**src/hdl/crng_pkg.sv**
```systemverilog
`timescale 1ns / 1ps
`default_nettype none
// ----------------------------------------------------------------------------
// crng_pkg
// Types and constants of the combined multiplicative generator with shuffle
// table: moduli, Schrage factors, reciprocals and item formats.
// ----------------------------------------------------------------------------
package crng_pkg;

	localparam int WORD_W = 31;

	localparam logic [30:0] MOD1   = 31'd2147483563;
	localparam logic [30:0] MOD2   = 31'd2147483399;
	localparam logic [30:0] MOD1M1 = 31'd2147483562;
	localparam logic [15:0] MUL1   = 16'd40014;
	localparam logic [15:0] MUL2   = 16'd40692;
	localparam logic [15:0] QUO1   = 16'd53668;
	localparam logic [15:0] QUO2   = 16'd52774;
	localparam logic [13:0] REM1   = 14'd12211;
	localparam logic [13:0] REM2   = 14'd3791;
	localparam logic [31:0] SEED2_RESET = 32'd123456789;

	// floor(2^32 / quotient): quotient estimate is exact or one low
	localparam logic [16:0] RECIP1 = 17'((64'd1 << 32) / 64'(QUO1));
	localparam logic [16:0] RECIP2 = 17'((64'd1 << 32) / 64'(QUO2));

	// generator select
	localparam logic GEN1 = 1'b0;
	localparam logic GEN2 = 1'b1;

	typedef struct packed {
		logic signed [31:0] state_word;
	} crng_req_t;

	typedef struct packed {
		logic [WORD_W-1:0] next_state_word;
		logic [WORD_W-1:0] sample;
	} crng_rsp_t;

	typedef struct packed {
		logic        valid;
		logic        gen;
		logic [31:0] w;
	} sch_req_t;

	typedef struct packed {
		logic              valid;
		logic              gen;
		logic [WORD_W-1:0] r;
	} sch_rsp_t;

endpackage
`default_nettype wire

```
**src/hdl/crng_stream_if.sv**
```systemverilog
`timescale 1ns / 1ps
`default_nettype none
// ----------------------------------------------------------------------------
// crng_stream_if
// Valid/ready channel carrying one item of type T.
// ----------------------------------------------------------------------------
interface crng_stream_if #(parameter type T = logic);
	logic valid;
	logic ready;
	T     data;

	modport source (output valid, output data, input ready);
	modport sink   (input valid, input data, output ready);
endinterface
`default_nettype wire

```
**src/hdl/crng_schrage.sv**
```systemverilog
`timescale 1ns / 1ps
`default_nettype none
// ----------------------------------------------------------------------------
// crng_schrage
// Four-stage Schrage step r = mul*w - k*m (+m if negative), k = w / quo,
// for either generator; one request may enter every cycle.
// ----------------------------------------------------------------------------
module crng_schrage (
	input  wire logic                clk,
	input  wire logic                arst_n,
	input  wire crng_pkg::sch_req_t  req,
	output crng_pkg::sch_rsp_t       rsp
);

	logic        v_s1, v_s2, v_s3, v_s4;
	logic        gen_s1, gen_s2, gen_s3, gen_s4;
	logic [31:0] w_s1;
	logic [48:0] p_s1;
	logic [15:0] kest_s2;
	logic [17:0] diff_s2;
	logic [31:0] a_s3;
	logic [31:0] b_s3;
	logic [30:0] r_s4;

	logic [16:0] recip;
	logic [15:0] quo2;
	logic [32:0] kq;
	logic [15:0] quo3;
	logic [15:0] mul3;
	logic [13:0] rem3;
	logic        ge3;
	logic [16:0] k3;
	logic [15:0] lo3;
	logic [30:0] mod4;
	logic [32:0] t4;
	logic [32:0] t4_fix;

	assign recip = (req.gen == crng_pkg::GEN2) ? crng_pkg::RECIP2 : crng_pkg::RECIP1;
	assign quo2  = (gen_s1 == crng_pkg::GEN2) ? crng_pkg::QUO2 : crng_pkg::QUO1;
	assign kq    = 33'(p_s1[48:32]) * 33'(quo2);

	assign quo3 = (gen_s2 == crng_pkg::GEN2) ? crng_pkg::QUO2 : crng_pkg::QUO1;
	assign mul3 = (gen_s2 == crng_pkg::GEN2) ? crng_pkg::MUL2 : crng_pkg::MUL1;
	assign rem3 = (gen_s2 == crng_pkg::GEN2) ? crng_pkg::REM2 : crng_pkg::REM1;
	// estimate one low: fix quotient and remainder
	assign ge3  = diff_s2 >= 18'(quo3);
	assign k3   = 17'(kest_s2) + 17'(ge3);
	assign lo3  = ge3 ? 16'(diff_s2 - 18'(quo3)) : diff_s2[15:0];

	assign mod4   = (gen_s3 == crng_pkg::GEN2) ? crng_pkg::MOD2 : crng_pkg::MOD1;
	assign t4     = {1'b0, a_s3} - {1'b0, b_s3};
	assign t4_fix = t4[32] ? t4 + 33'(mod4) : t4;

	always_ff @(posedge clk or negedge arst_n) begin
		if (!arst_n) begin
			v_s1 <= 1'b0;
			v_s2 <= 1'b0;
			v_s3 <= 1'b0;
			v_s4 <= 1'b0;
		end else begin
			v_s1 <= req.valid;
			v_s2 <= v_s1;
			v_s3 <= v_s2;
			v_s4 <= v_s3;
		end
	end

	always_ff @(posedge clk) begin
		gen_s1  <= req.gen;
		w_s1    <= req.w;
		p_s1    <= 49'(req.w) * 49'(recip);
		gen_s2  <= gen_s1;
		kest_s2 <= p_s1[47:32];
		diff_s2 <= 18'(w_s1 - kq[31:0]);
		gen_s3  <= gen_s2;
		a_s3    <= 32'(lo3) * 32'(mul3);
		b_s3    <= 32'(k3) * 32'(rem3);
		gen_s4  <= gen_s3;
		r_s4    <= t4_fix[30:0];
	end

	assign rsp.valid = v_s4;
	assign rsp.gen   = gen_s4;
	assign rsp.r     = r_s4;

endmodule
`default_nettype wire

```
**src/hdl/crng_table.sv**
```systemverilog
`timescale 1ns / 1ps
`default_nettype none
// ----------------------------------------------------------------------------
// crng_table
// Shuffle table: one write and one registered read port; entries never
// written since reset read as zero.
// ----------------------------------------------------------------------------
module crng_table #(
	parameter  int DEPTH = 32,
	localparam int AW    = $clog2(DEPTH)
) (
	input  wire logic                        clk,
	input  wire logic                        arst_n,
	input  wire logic                        we,
	input  wire logic [AW-1:0]               waddr,
	input  wire logic [crng_pkg::WORD_W-1:0] wdata,
	input  wire logic                        re,
	input  wire logic [AW-1:0]               raddr,
	output logic      [crng_pkg::WORD_W-1:0] rdata
);

	logic [crng_pkg::WORD_W-1:0] mem [DEPTH];
	logic [DEPTH-1:0]            vld_q;
	logic [crng_pkg::WORD_W-1:0] rd_q;
	logic                        rd_vld_q;

	always_ff @(posedge clk) begin
		if (we) begin
			mem[waddr] <= wdata;
		end
		if (re) begin
			rd_q <= mem[raddr];
		end
	end

	always_ff @(posedge clk or negedge arst_n) begin
		if (!arst_n) begin
			vld_q    <= '0;
			rd_vld_q <= 1'b0;
		end else begin
			if (we) begin
				vld_q[waddr] <= 1'b1;
			end
			if (re) begin
				rd_vld_q <= vld_q[raddr];
			end
		end
	end

	assign rdata = rd_vld_q ? rd_q : '0;

endmodule
`default_nettype wire

```
**src/hdl/combined_lcg_shuffle_rng.sv**
```systemverilog
`timescale 1ns / 1ps
`default_nettype none
// ----------------------------------------------------------------------------
// combined_lcg_shuffle_rng
// Two-generator multiplicative random generator with shuffle table.
// ----------------------------------------------------------------------------
// Usage:
//   req carries the caller's generator word; rsp returns the updated word
//   (to be sent with the next request) and the shuffled sample. Uniform value
//   is sample / 2147483563, scaling left to the consumer.
//   A word of zero or below reseeds with its magnitude (one for a zero word)
//   before drawing. One item at a time: a draw is accepted in idle, runs
//   through the Schrage pipeline and the table read-modify-write, and its
//   result is then registered in the output register; the next draw is only
//   accepted once the block is back in idle. A reseed adds TABLE_DEPTH+8
//   serial Schrage steps, each waiting for the four-stage step to finish,
//   plus a settle phase for the slot index pipeline.
//   The output register holds its result while the receiver stalls; the next
//   item is still accepted and waits in its last state for the register.
//   Reset: second word 123456789, last output zero, table reads all zero.
// ----------------------------------------------------------------------------
module combined_lcg_shuffle_rng #(
	parameter int TABLE_DEPTH = 32
) (
	input  wire logic    clk,
	input  wire logic    arst_n,
	crng_stream_if.sink   req,
	crng_stream_if.source rsp
);

	localparam int AW = $clog2(TABLE_DEPTH);
	localparam int JW = $clog2(TABLE_DEPTH + 8);
	localparam int SW = $clog2(TABLE_DEPTH) + 2;
	localparam logic [31:0] NDIV =
		32'(64'd1 + 64'(crng_pkg::MOD1M1) / 64'(TABLE_DEPTH));
	localparam logic [SW-1:0] RS = SW'((64'd1 << 32) / 64'(NDIV));

	localparam logic [2:0] S_IDLE = 3'd0;
	localparam logic [2:0] S_WARM = 3'd1;
	localparam logic [2:0] S_WAIT = 3'd2;
	localparam logic [2:0] S_RUN  = 3'd3;
	localparam logic [2:0] S_DONE = 3'd4;

	localparam logic [2:0] PH_GEN1   = 3'd0;
	localparam logic [2:0] PH_GEN2   = 3'd1;
	localparam logic [2:0] PH_READ   = 3'd3;
	localparam logic [2:0] PH_WORD   = 3'd4;
	localparam logic [2:0] PH_LAST   = 3'd5;
	// slot pipeline catches up with a fresh last output; wraps to PH_GEN1
	localparam logic [2:0] PH_SETTLE = 3'd7;

	logic [2:0]              state_q;
	logic [2:0]              ph_q;
	logic [JW-1:0]           j_q;
	logic [31:0]             word_q;
	logic [31:0]             second_q;
	logic [30:0]             last_q;
	logic [30:0]             wnew_q;
	crng_pkg::crng_rsp_t     res_q;
	crng_pkg::crng_rsp_t     out_q;
	logic                    out_v_q;

	logic [31+SW-1:0]        sp_s1;
	logic [SW-1:0]           est_s2;
	logic [31:0]             diff_s2;
	logic [AW-1:0]           slot_s3;

	crng_pkg::sch_req_t      sch_req;
	crng_pkg::sch_rsp_t      sch_rsp;

	logic                    tbl_we;
	logic [AW-1:0]           tbl_waddr;
	logic [30:0]             tbl_wdata;
	logic                    tbl_re;
	logic [30:0]             tbl_rdata;

	logic signed [31:0]      in_word;
	logic [31:0]             mag;
	logic [31+SW-1:0]        prod2;
	logic [SW-1:0]           kf3;
	logic [32:0]             ldiff;
	logic [32:0]             lfix;
	logic                    accept;
	logic                    warm_store;

	// ---------------- Schrage unit ----------------
	always_comb begin
		sch_req.valid = (state_q == S_WARM) ||
			(state_q == S_RUN && (ph_q == PH_GEN1 || ph_q == PH_GEN2));
		sch_req.gen   = (state_q == S_RUN && ph_q == PH_GEN2) ? crng_pkg::GEN2
			: crng_pkg::GEN1;
		sch_req.w     = (sch_req.gen == crng_pkg::GEN2) ? second_q : word_q;
	end

	crng_schrage u_sch (
		.clk    (clk),
		.arst_n (arst_n),
		.req    (sch_req),
		.rsp    (sch_rsp)
	);

	// ---------------- slot = last / NDIV, saturated ----------------
	assign prod2 = (31+SW)'(est_s2) * (31+SW)'(NDIV);
	assign kf3   = est_s2 + SW'(diff_s2 >= NDIV);

	always_ff @(posedge clk) begin
		sp_s1   <= (31+SW)'(last_q) * (31+SW)'(RS);
		est_s2  <= SW'(sp_s1[31+SW-1:32]);
		diff_s2 <= {1'b0, last_q} - prod2[31:0];
		slot_s3 <= (kf3 >= SW'(TABLE_DEPTH)) ? AW'(TABLE_DEPTH - 1) : kf3[AW-1:0];
	end

	// ---------------- shuffle table ----------------
	assign warm_store = (state_q == S_WAIT) && sch_rsp.valid && (j_q < JW'(TABLE_DEPTH));
	assign tbl_we     = warm_store || (state_q == S_RUN && ph_q == PH_LAST);
	assign tbl_waddr  = warm_store ? j_q[AW-1:0] : slot_s3;
	assign tbl_wdata  = warm_store ? sch_rsp.r : wnew_q;
	assign tbl_re     = (state_q == S_RUN && ph_q == PH_READ);

	crng_table #(.DEPTH(TABLE_DEPTH)) u_tbl (
		.clk    (clk),
		.arst_n (arst_n),
		.we     (tbl_we),
		.waddr  (tbl_waddr),
		.wdata  (tbl_wdata),
		.re     (tbl_re),
		.raddr  (slot_s3),
		.rdata  (tbl_rdata)
	);

	// ---------------- sequencer ----------------
	assign in_word = req.data.state_word;
	assign mag     = (in_word == 32'sd0) ? 32'd1 : 32'(-in_word);
	assign accept  = req.valid && req.ready;
	// table entry minus second word, lifted into range
	assign ldiff   = {2'b00, tbl_rdata} - {2'b00, sch_rsp.r};
	assign lfix    = ($signed(ldiff) < 33'sd1) ? ldiff + 33'(crng_pkg::MOD1M1) : ldiff;

	always_ff @(posedge clk or negedge arst_n) begin
		if (!arst_n) begin
			state_q  <= S_IDLE;
			ph_q     <= PH_GEN1;
			j_q      <= '0;
			second_q <= crng_pkg::SEED2_RESET;
			last_q   <= '0;
			out_v_q  <= 1'b0;
		end else begin
			if (state_q == S_DONE && (!out_v_q || rsp.ready)) begin
				out_v_q <= 1'b1;
			end else if (rsp.valid && rsp.ready) begin
				out_v_q <= 1'b0;
			end
			unique case (state_q)
				S_IDLE: begin
					if (accept) begin
						ph_q <= PH_GEN1;
						if (in_word <= 32'sd0) begin
							word_q   <= mag;
							second_q <= mag;
							j_q      <= JW'(TABLE_DEPTH + 7);
							state_q  <= S_WARM;
						end else begin
							word_q  <= 32'(in_word);
							state_q <= S_RUN;
						end
					end
				end
				S_WARM: begin
					state_q <= S_WAIT;
				end
				S_WAIT: begin
					if (sch_rsp.valid) begin
						word_q <= {1'b0, sch_rsp.r};
						if (j_q == '0) begin
							last_q  <= sch_rsp.r;
							ph_q    <= PH_SETTLE;
							state_q <= S_RUN;
						end else begin
							j_q     <= j_q - JW'(1);
							state_q <= S_WARM;
						end
					end
				end
				S_RUN: begin
					ph_q <= ph_q + 3'd1;
					if (ph_q == PH_WORD) begin
						wnew_q <= sch_rsp.r;
					end
					if (ph_q == PH_LAST) begin
						second_q              <= {1'b0, sch_rsp.r};
						last_q                <= lfix[30:0];
						res_q.next_state_word <= wnew_q;
						res_q.sample          <= lfix[30:0];
						state_q               <= S_DONE;
					end
				end
				S_DONE: begin
					if (!out_v_q || rsp.ready) begin
						out_q   <= res_q;
						state_q <= S_IDLE;
					end
				end
				default: begin
					state_q <= S_IDLE;
				end
			endcase
		end
	end

	assign req.ready = (state_q == S_IDLE);
	assign rsp.valid = out_v_q;
	assign rsp.data  = out_q;

	// ---------------- assertions ----------------
	a_word_ready: assert property (@(posedge clk) disable iff (!arst_n)
		state_q == S_RUN && ph_q == PH_WORD |-> sch_rsp.valid && sch_rsp.gen == crng_pkg::GEN1)
		else $error("first generator word missing in draw");

	a_second_ready: assert property (@(posedge clk) disable iff (!arst_n)
		state_q == S_RUN && ph_q == PH_LAST |-> sch_rsp.valid && sch_rsp.gen == crng_pkg::GEN2)
		else $error("second generator word missing in draw");

	a_no_rw_clash: assert property (@(posedge clk) disable iff (!arst_n)
		tbl_we && tbl_re |-> tbl_waddr != slot_s3)
		else $error("table read and write hit the same entry");

	a_last_pos: assert property (@(posedge clk) disable iff (!arst_n)
		state_q == S_RUN && ph_q == PH_LAST |=> last_q != '0)
		else $error("last output out of range after draw");

endmodule
`default_nettype wire

```
**src/flat_wrapper.sv**
```systemverilog
// flat-port wrapper written by rule: the top's interface ports become plain ports
module combined_lcg_shuffle_rng_flat 
#(
	parameter int TABLE_DEPTH = 32
)
  (clk, arst_n, req_valid, req_data, req_ready, rsp_valid, rsp_data, rsp_ready);
  crng_stream_if #(.T(crng_pkg::crng_req_t)) req_i ();
  crng_stream_if #(.T(crng_pkg::crng_rsp_t)) rsp_i ();
  input  wire logic clk;
  input  wire logic arst_n;
  input wire logic [$bits(req_i.valid)-1:0] req_valid;
  input wire logic [$bits(req_i.data)-1:0] req_data;
  output wire logic [$bits(req_i.ready)-1:0] req_ready;
  output wire logic [$bits(rsp_i.valid)-1:0] rsp_valid;
  output wire logic [$bits(rsp_i.data)-1:0] rsp_data;
  input wire logic [$bits(rsp_i.ready)-1:0] rsp_ready;
  assign req_i.valid = req_valid;
  assign req_i.data = req_data;
  assign req_ready = req_i.ready;
  assign rsp_valid = rsp_i.valid;
  assign rsp_data = rsp_i.data;
  assign rsp_i.ready = rsp_ready;
  combined_lcg_shuffle_rng #(.TABLE_DEPTH(TABLE_DEPTH)) u_core (.clk(clk), .arst_n(arst_n), .req(req_i), .rsp(rsp_i));
endmodule
```
**config.mk**
```make
export PLATFORM = sky130hd
export DESIGN_NAME = combined_lcg_shuffle_rng_flat
export DESIGN_NICKNAME = d
export VERILOG_FILES = /design/src/hdl/crng_pkg.sv /design/src/hdl/crng_stream_if.sv /design/src/hdl/crng_schrage.sv /design/src/hdl/crng_table.sv /design/src/hdl/combined_lcg_shuffle_rng.sv /design/src/flat_wrapper.sv
export SDC_FILE = /design/constraint.sdc
export NUM_CORES = 2
export LEC_CHECK = 0
export ABC_AREA = 1
export BUFFER_PORTS_ARGS = -buffer_cell sky130_fd_sc_hd__buf_4
export CORE_MARGIN = 2
export CORE_UTILIZATION = 65
export DETAILED_ROUTE_END_ITERATION = 7
export PLACE_DENSITY = 0.82
export SLEW_MARGIN = 20
export SYNTH_ARGS = -nofsm -noshare
export SYNTH_HDL_FRONTEND = slang
export SYNTH_SLANG_ARGS = --single-unit
export TNS_END_PERCENT = 100
```
**constraint.sdc**
```tcl
create_clock -name clk -period 23.6 [get_ports clk]
set_clock_uncertainty 0.2 [all_clocks]
set_input_delay 2.36 -clock clk [delete_from_list [all_inputs] [get_ports clk]]
set_output_delay 2.36 -clock clk [all_outputs]
set_load 0.005 [all_outputs]
```
==> metrics.txt <==
# TYPE chip_impl_metric gauge
chip_impl_info{name="synth_top_flop_cell",value="sky130_fd_sc_hd__edfxtp_1"} 1
chip_impl_metric{name="finalNetCount",unit=""} 10769
chip_impl_metric{name="placeableCoreArea",unit="sq mm"} 0.145
chip_impl_metric{name="fp.dieArea",unit="sq mm"} 0.149
chip_impl_metric{name="finalWirelength",unit="um"} 276000
chip_impl_metric{name="critical_path_peak_fanout",unit=""} 42
chip_impl_metric{name="synth.cell_area",unit="sq mm"} 0.0949
chip_impl_metric{name="setup-tns-final",unit="ns"} 0
chip_impl_metric{name="post-synth-top-area-fraction",unit="%"} 38.3
chip_impl_metric{name="floorplan.initialDensity",unit="%"} 65.3
chip_impl_metric{name="slew_violations",unit=""} 0
chip_impl_metric{name="gp_routability_congestion",unit=""} 0.995
chip_impl_metric{name="dr.pass1.iters",unit=""} 6
chip_impl_info{name="crit_path_frequent_cell",value="sky130_fd_sc_hd__inv_1"} 1
chip_impl_metric{name="buffer_ports.inserted",unit=""} 99
chip_impl_metric{name="cap_viol_max_count",unit=""} 0
chip_impl_metric{name="post_drt_wl_per_cell",unit="um"} 24.1
chip_impl_metric{name="ys.warnings.count",unit=""} 0
chip_impl_metric{name="drt_iter0_markers",unit=""} 8986
chip_impl_metric{name="worst-endpoint-arrival",unit="ns"} 10.60
chip_impl_info{name="grt_setup_unrepaired",value="false"} 1
chip_impl_info{name="mostFrequentLayoutCells",value="sky130_fd_sc_hd__inv_1 (1,473), sky130_fd_sc_hd__edfxtp_1 (1,210), sky130_fd_sc_hd__nand2_1 (1,201)"} 1
chip_impl_metric{name="floorplan.rows",unit=""} 140
chip_impl_metric{name="ys_ff_latch",unit=""} 1533
chip_impl_metric{name="first_global_vias",unit=""} 69999
chip_impl_metric{name="cts_resized",unit=""} 0
chip_impl_metric{name="post_cts_setup_bufs",unit=""} 0
chip_impl_metric{name="report.final.hold_viol_count",unit=""} 0
chip_impl_metric{name="synth_async_sr_flop_share",unit="%"} 7.31
chip_impl_metric{name="fp.dieH",unit="um"} 386
chip_impl_metric{name="min_period_over_period",unit="%"} 42.9
chip_impl_metric{name="i_o_pin_total",unit=""} 100
chip_impl_metric{name="aggregate_global_routing_overflow",unit=""} 0
chip_impl_metric{name="later_pin_clock_latency_in_the_skew_report",unit="ns"} 0.82
chip_impl_metric{name="pre_cts_ws",unit="ns"} 13.61
chip_impl_metric{name="hold_fix_buffers_cts",unit=""} 0
chip_impl_metric{name="clk_path_buf_depth",unit=""} 3
chip_impl_metric{name="timing.final.setup_violations",unit=""} 0
chip_impl_metric{name="avgSynthCellArea",unit="sq um"} 10.2
chip_impl_metric{name="drive_above_1_share",unit="%"} 6.78
chip_impl_info{name="layout_commonest_cell",value="sky130_fd_sc_hd__inv_1"} 1
chip_impl_info{name="cts_tree",value="done"} 1
chip_impl_info{name="hold_class",value="reg2reg"} 1
chip_impl_info{name="cpMaxStageDelayCell",value="sky130_fd_sc_hd__xor2_1"} 1
chip_impl_metric{name="area_growth_syn_to_layout",unit="%"} 9.10
chip_impl_metric{name="die-width",unit="um"} 386
chip_impl_metric{name="yosysSeqAreaShare",unit="%"} 45.7
chip_impl_metric{name="required",unit="ns"} 24.08
chip_impl_metric{name="number_of_enable_type_register_cells_in_the_synthesized_netlist",unit=""} 1210
chip_impl_metric{name="cts_made_buffers",unit=""} 155
chip_impl_info{name="cell_types_with_the_largest_area_share_after_synthesis",value="sky130_fd_sc_hd__edfxtp_1 (38%), sky130_fd_sc_hd__fa_1 (14%), sky130_fd_sc_hd__ha_1 (9.0%)"} 1
chip_impl_metric{name="finalWorstPathRequiredPeriod",unit="ns"} 10.13
chip_impl_metric{name="htreeDepth",unit=""} 4
chip_impl_metric{name="first_pass_grt_wire_length",unit="um"} 417000
chip_impl_metric{name="synth_cell_type_count",unit=""} 64
chip_impl_metric{name="finalInstanceArea",unit="sq mm"} 0.104
chip_impl_metric{name="drcViolationCount",unit=""} 0
chip_impl_info{name="worst_setup_path_start_kind",value="flop"} 1
chip_impl_metric{name="synth_cells",unit=""} 9341
chip_impl_metric{name="tightest_slew",unit="ns"} 1.19
chip_impl_metric{name="timing.critical_path.slowest_cell_delay",unit="ns"} 0.69
chip_impl_metric{name="antenna_violations_before_repair",unit=""} 16
chip_impl_metric{name="post-dp-hpwl",unit="um"} 191000
chip_impl_info{name="critical_path_class",value="reg2reg"} 1
chip_impl_metric{name="post_dp_cell_area",unit="sq mm"} 0.0982
chip_impl_info{name="cp-end-kind",value="flop"} 1
chip_impl_metric{name="grt_max_degree",unit=""} 213
chip_impl_metric{name="cts.clk_slew.worst_paths",unit="ns"} 0.06
chip_impl_metric{name="antenna_left",unit=""} 0
chip_impl_info{name="yosysTopAreaCell",value="sky130_fd_sc_hd__edfxtp_1"} 1
chip_impl_info{name="clock-root-buffer",value="sky130_fd_sc_hd__clkbuf_16"} 1
chip_impl_metric{name="fin_ws",unit="ns"} 13.47
chip_impl_metric{name="slew-limit-headroom",unit="%"} 19.6
chip_impl_metric{name="detailroute.via_count",unit=""} 70604
chip_impl_metric{name="final_util",unit="%"} 71.3
chip_impl_info{name="run_status",value="complete, no violations"} 1
chip_impl_metric{name="timing.fmax",unit="MHz"} 98.7
chip_impl_metric{name="overall_fraction_of_global_route_tracks_in_use",unit="%"} 37.4
chip_impl_metric{name="cts.sinks",unit=""} 1533
chip_impl_metric{name="viasPerCell",unit=""} 6.16
-- critical path: cells and delay by family, from the launching register on --
family,cells,cell delay [ns]
buffers and inverters,10,1.99
AND/OR/NAND/NOR,18,2.34
AO/OA/AOI/OAI,2,0.41
flip-flops,1,0.31
adder cells (fa/ha/maj),9,3.84
XOR/XNOR,2,0.84
-- synthesized netlist by cell type (15+ instances only) --
master / instances
sky130_fd_sc_hd__clkbuf_1: 277
sky130_fd_sc_hd__dfstp_2: 16
sky130_fd_sc_hd__xnor2_1: 70
sky130_fd_sc_hd__nand2_2: 25
sky130_fd_sc_hd__nor4_1: 22
sky130_fd_sc_hd__a32oi_1: 29
sky130_fd_sc_hd__o211ai_1: 19
sky130_fd_sc_hd__o21ai_0: 872
sky130_fd_sc_hd__o22ai_1: 82
sky130_fd_sc_hd__o21bai_1: 20
sky130_fd_sc_hd__nand4_1: 57
sky130_fd_sc_hd__nor2_1: 1043
sky130_fd_sc_hd__nor3_1: 58
sky130_fd_sc_hd__o21a_1: 18
sky130_fd_sc_hd__dfrtp_1: 96
sky130_fd_sc_hd__edfxtp_1: 1210
sky130_fd_sc_hd__a21oi_1: 294
sky130_fd_sc_hd__or2_2: 40
sky130_fd_sc_hd__ha_1: 686
sky130_fd_sc_hd__dfxtp_1: 211
sky130_fd_sc_hd__nand3_1: 293
sky130_fd_sc_hd__fa_1: 645
sky130_fd_sc_hd__inv_1: 1475
sky130_fd_sc_hd__a31oi_1: 51
sky130_fd_sc_hd__nand2_1: 1202
sky130_fd_sc_hd__buf_1: 15
sky130_fd_sc_hd__xor2_1: 183
sky130_fd_sc_hd__a21o_1: 17
sky130_fd_sc_hd__o221ai_1: 186
-- layout make-up --
type,instances,area (sq um)
clock inverter,86,1070
inverter,1487,5600
sequential,1533,43400
timing repair buffer,213,1650
clock buffer,201,4180
multi-input combinational,6012,45200
antenna,4,10.0
fill,10187,41700
tap,1917,2400
-- per-layer routing --
metal / vias to the layer above / GRT usage [%] / wire [um]
met1: 34181 / 52.5 / 108000
met4: 4 / 16.3 / 12600
met3: 743 / 7.21 / 30900
met2: 4346 / 57.3 / 125000
met5: - / 0 / 34
li1: 31330 / - / -
-- flip-flops by register name, summed over array words and instances (netlist names), 31 cells and up --
register and cells:
u_core.wnew_q 31, u_core.u_tbl.mem 992, u_core.rsp.data 62, u_core.u_tbl.rd_q 31, u_core.u_sch.a_s3 31, u_core.res_q 62, u_core.diff_s2 31, u_core.word_q 32
u_core.u_sch.r_s4 31, u_core.second_q 32, u_core.u_tbl.vld_q 32, u_core.u_sch.b_s3 31
-- metrics by stage --
| step | std cells | hold slack (ns) |
|---|---|---|
| 6_report | 11453 | 0.127 |
| 5_1_grt | 11450 | 0.141 |
| 4_1_cts | 11449 | 0.126 |
| 3_5_place_dp | 11162 | 0.112 |
| 3_3_place_gp | 11162 | 0.111 |
| 2_1_floorplan | 9342 | 0.110 |
-- worst paths after layout --
path	from	to	slack, ns	cells after the start
max in group asynchronous	arst_n	u_core.second_q[6]$_DFFE_PN0P_	20.75	2
worst min register to register	u_core.sp_s1[34]$_DFF_P_	u_core.est_s2[2]$_DFF_P_	0.13	0
worst max register to register	u_core.u_sch.gen_s2$_DFF_P_	u_core.u_sch.b_s3[27]$_DFF_P_	13.47	41
min in group asynchronous	arst_n	u_core.rsp.valid$_DFFE_PN0P_	1.24	1
worst min-delay path	u_core.sp_s1[34]$_DFF_P_	u_core.est_s2[2]$_DFF_P_	0.13	0
worst max-delay path	u_core.u_sch.gen_s2$_DFF_P_	u_core.u_sch.b_s3[27]$_DFF_P_	13.47	41
-- kinds of logic after synthesis --
kind of cell    after synthesis  share of synthesized area [%]
fa+ha+maj                  1331                           22.7
buf+inv                    1797                           7.16
simple gates               2786                           12.1
flops                      1533                           45.7
other cells                   1                        0.00395
xor+xnor                    254                           2.35
compound gates             1639                           10.0
Power is left out: the tool's default activity adds up to more than one toggle a clock period on the data nets, which glitch-free logic cannot reach.
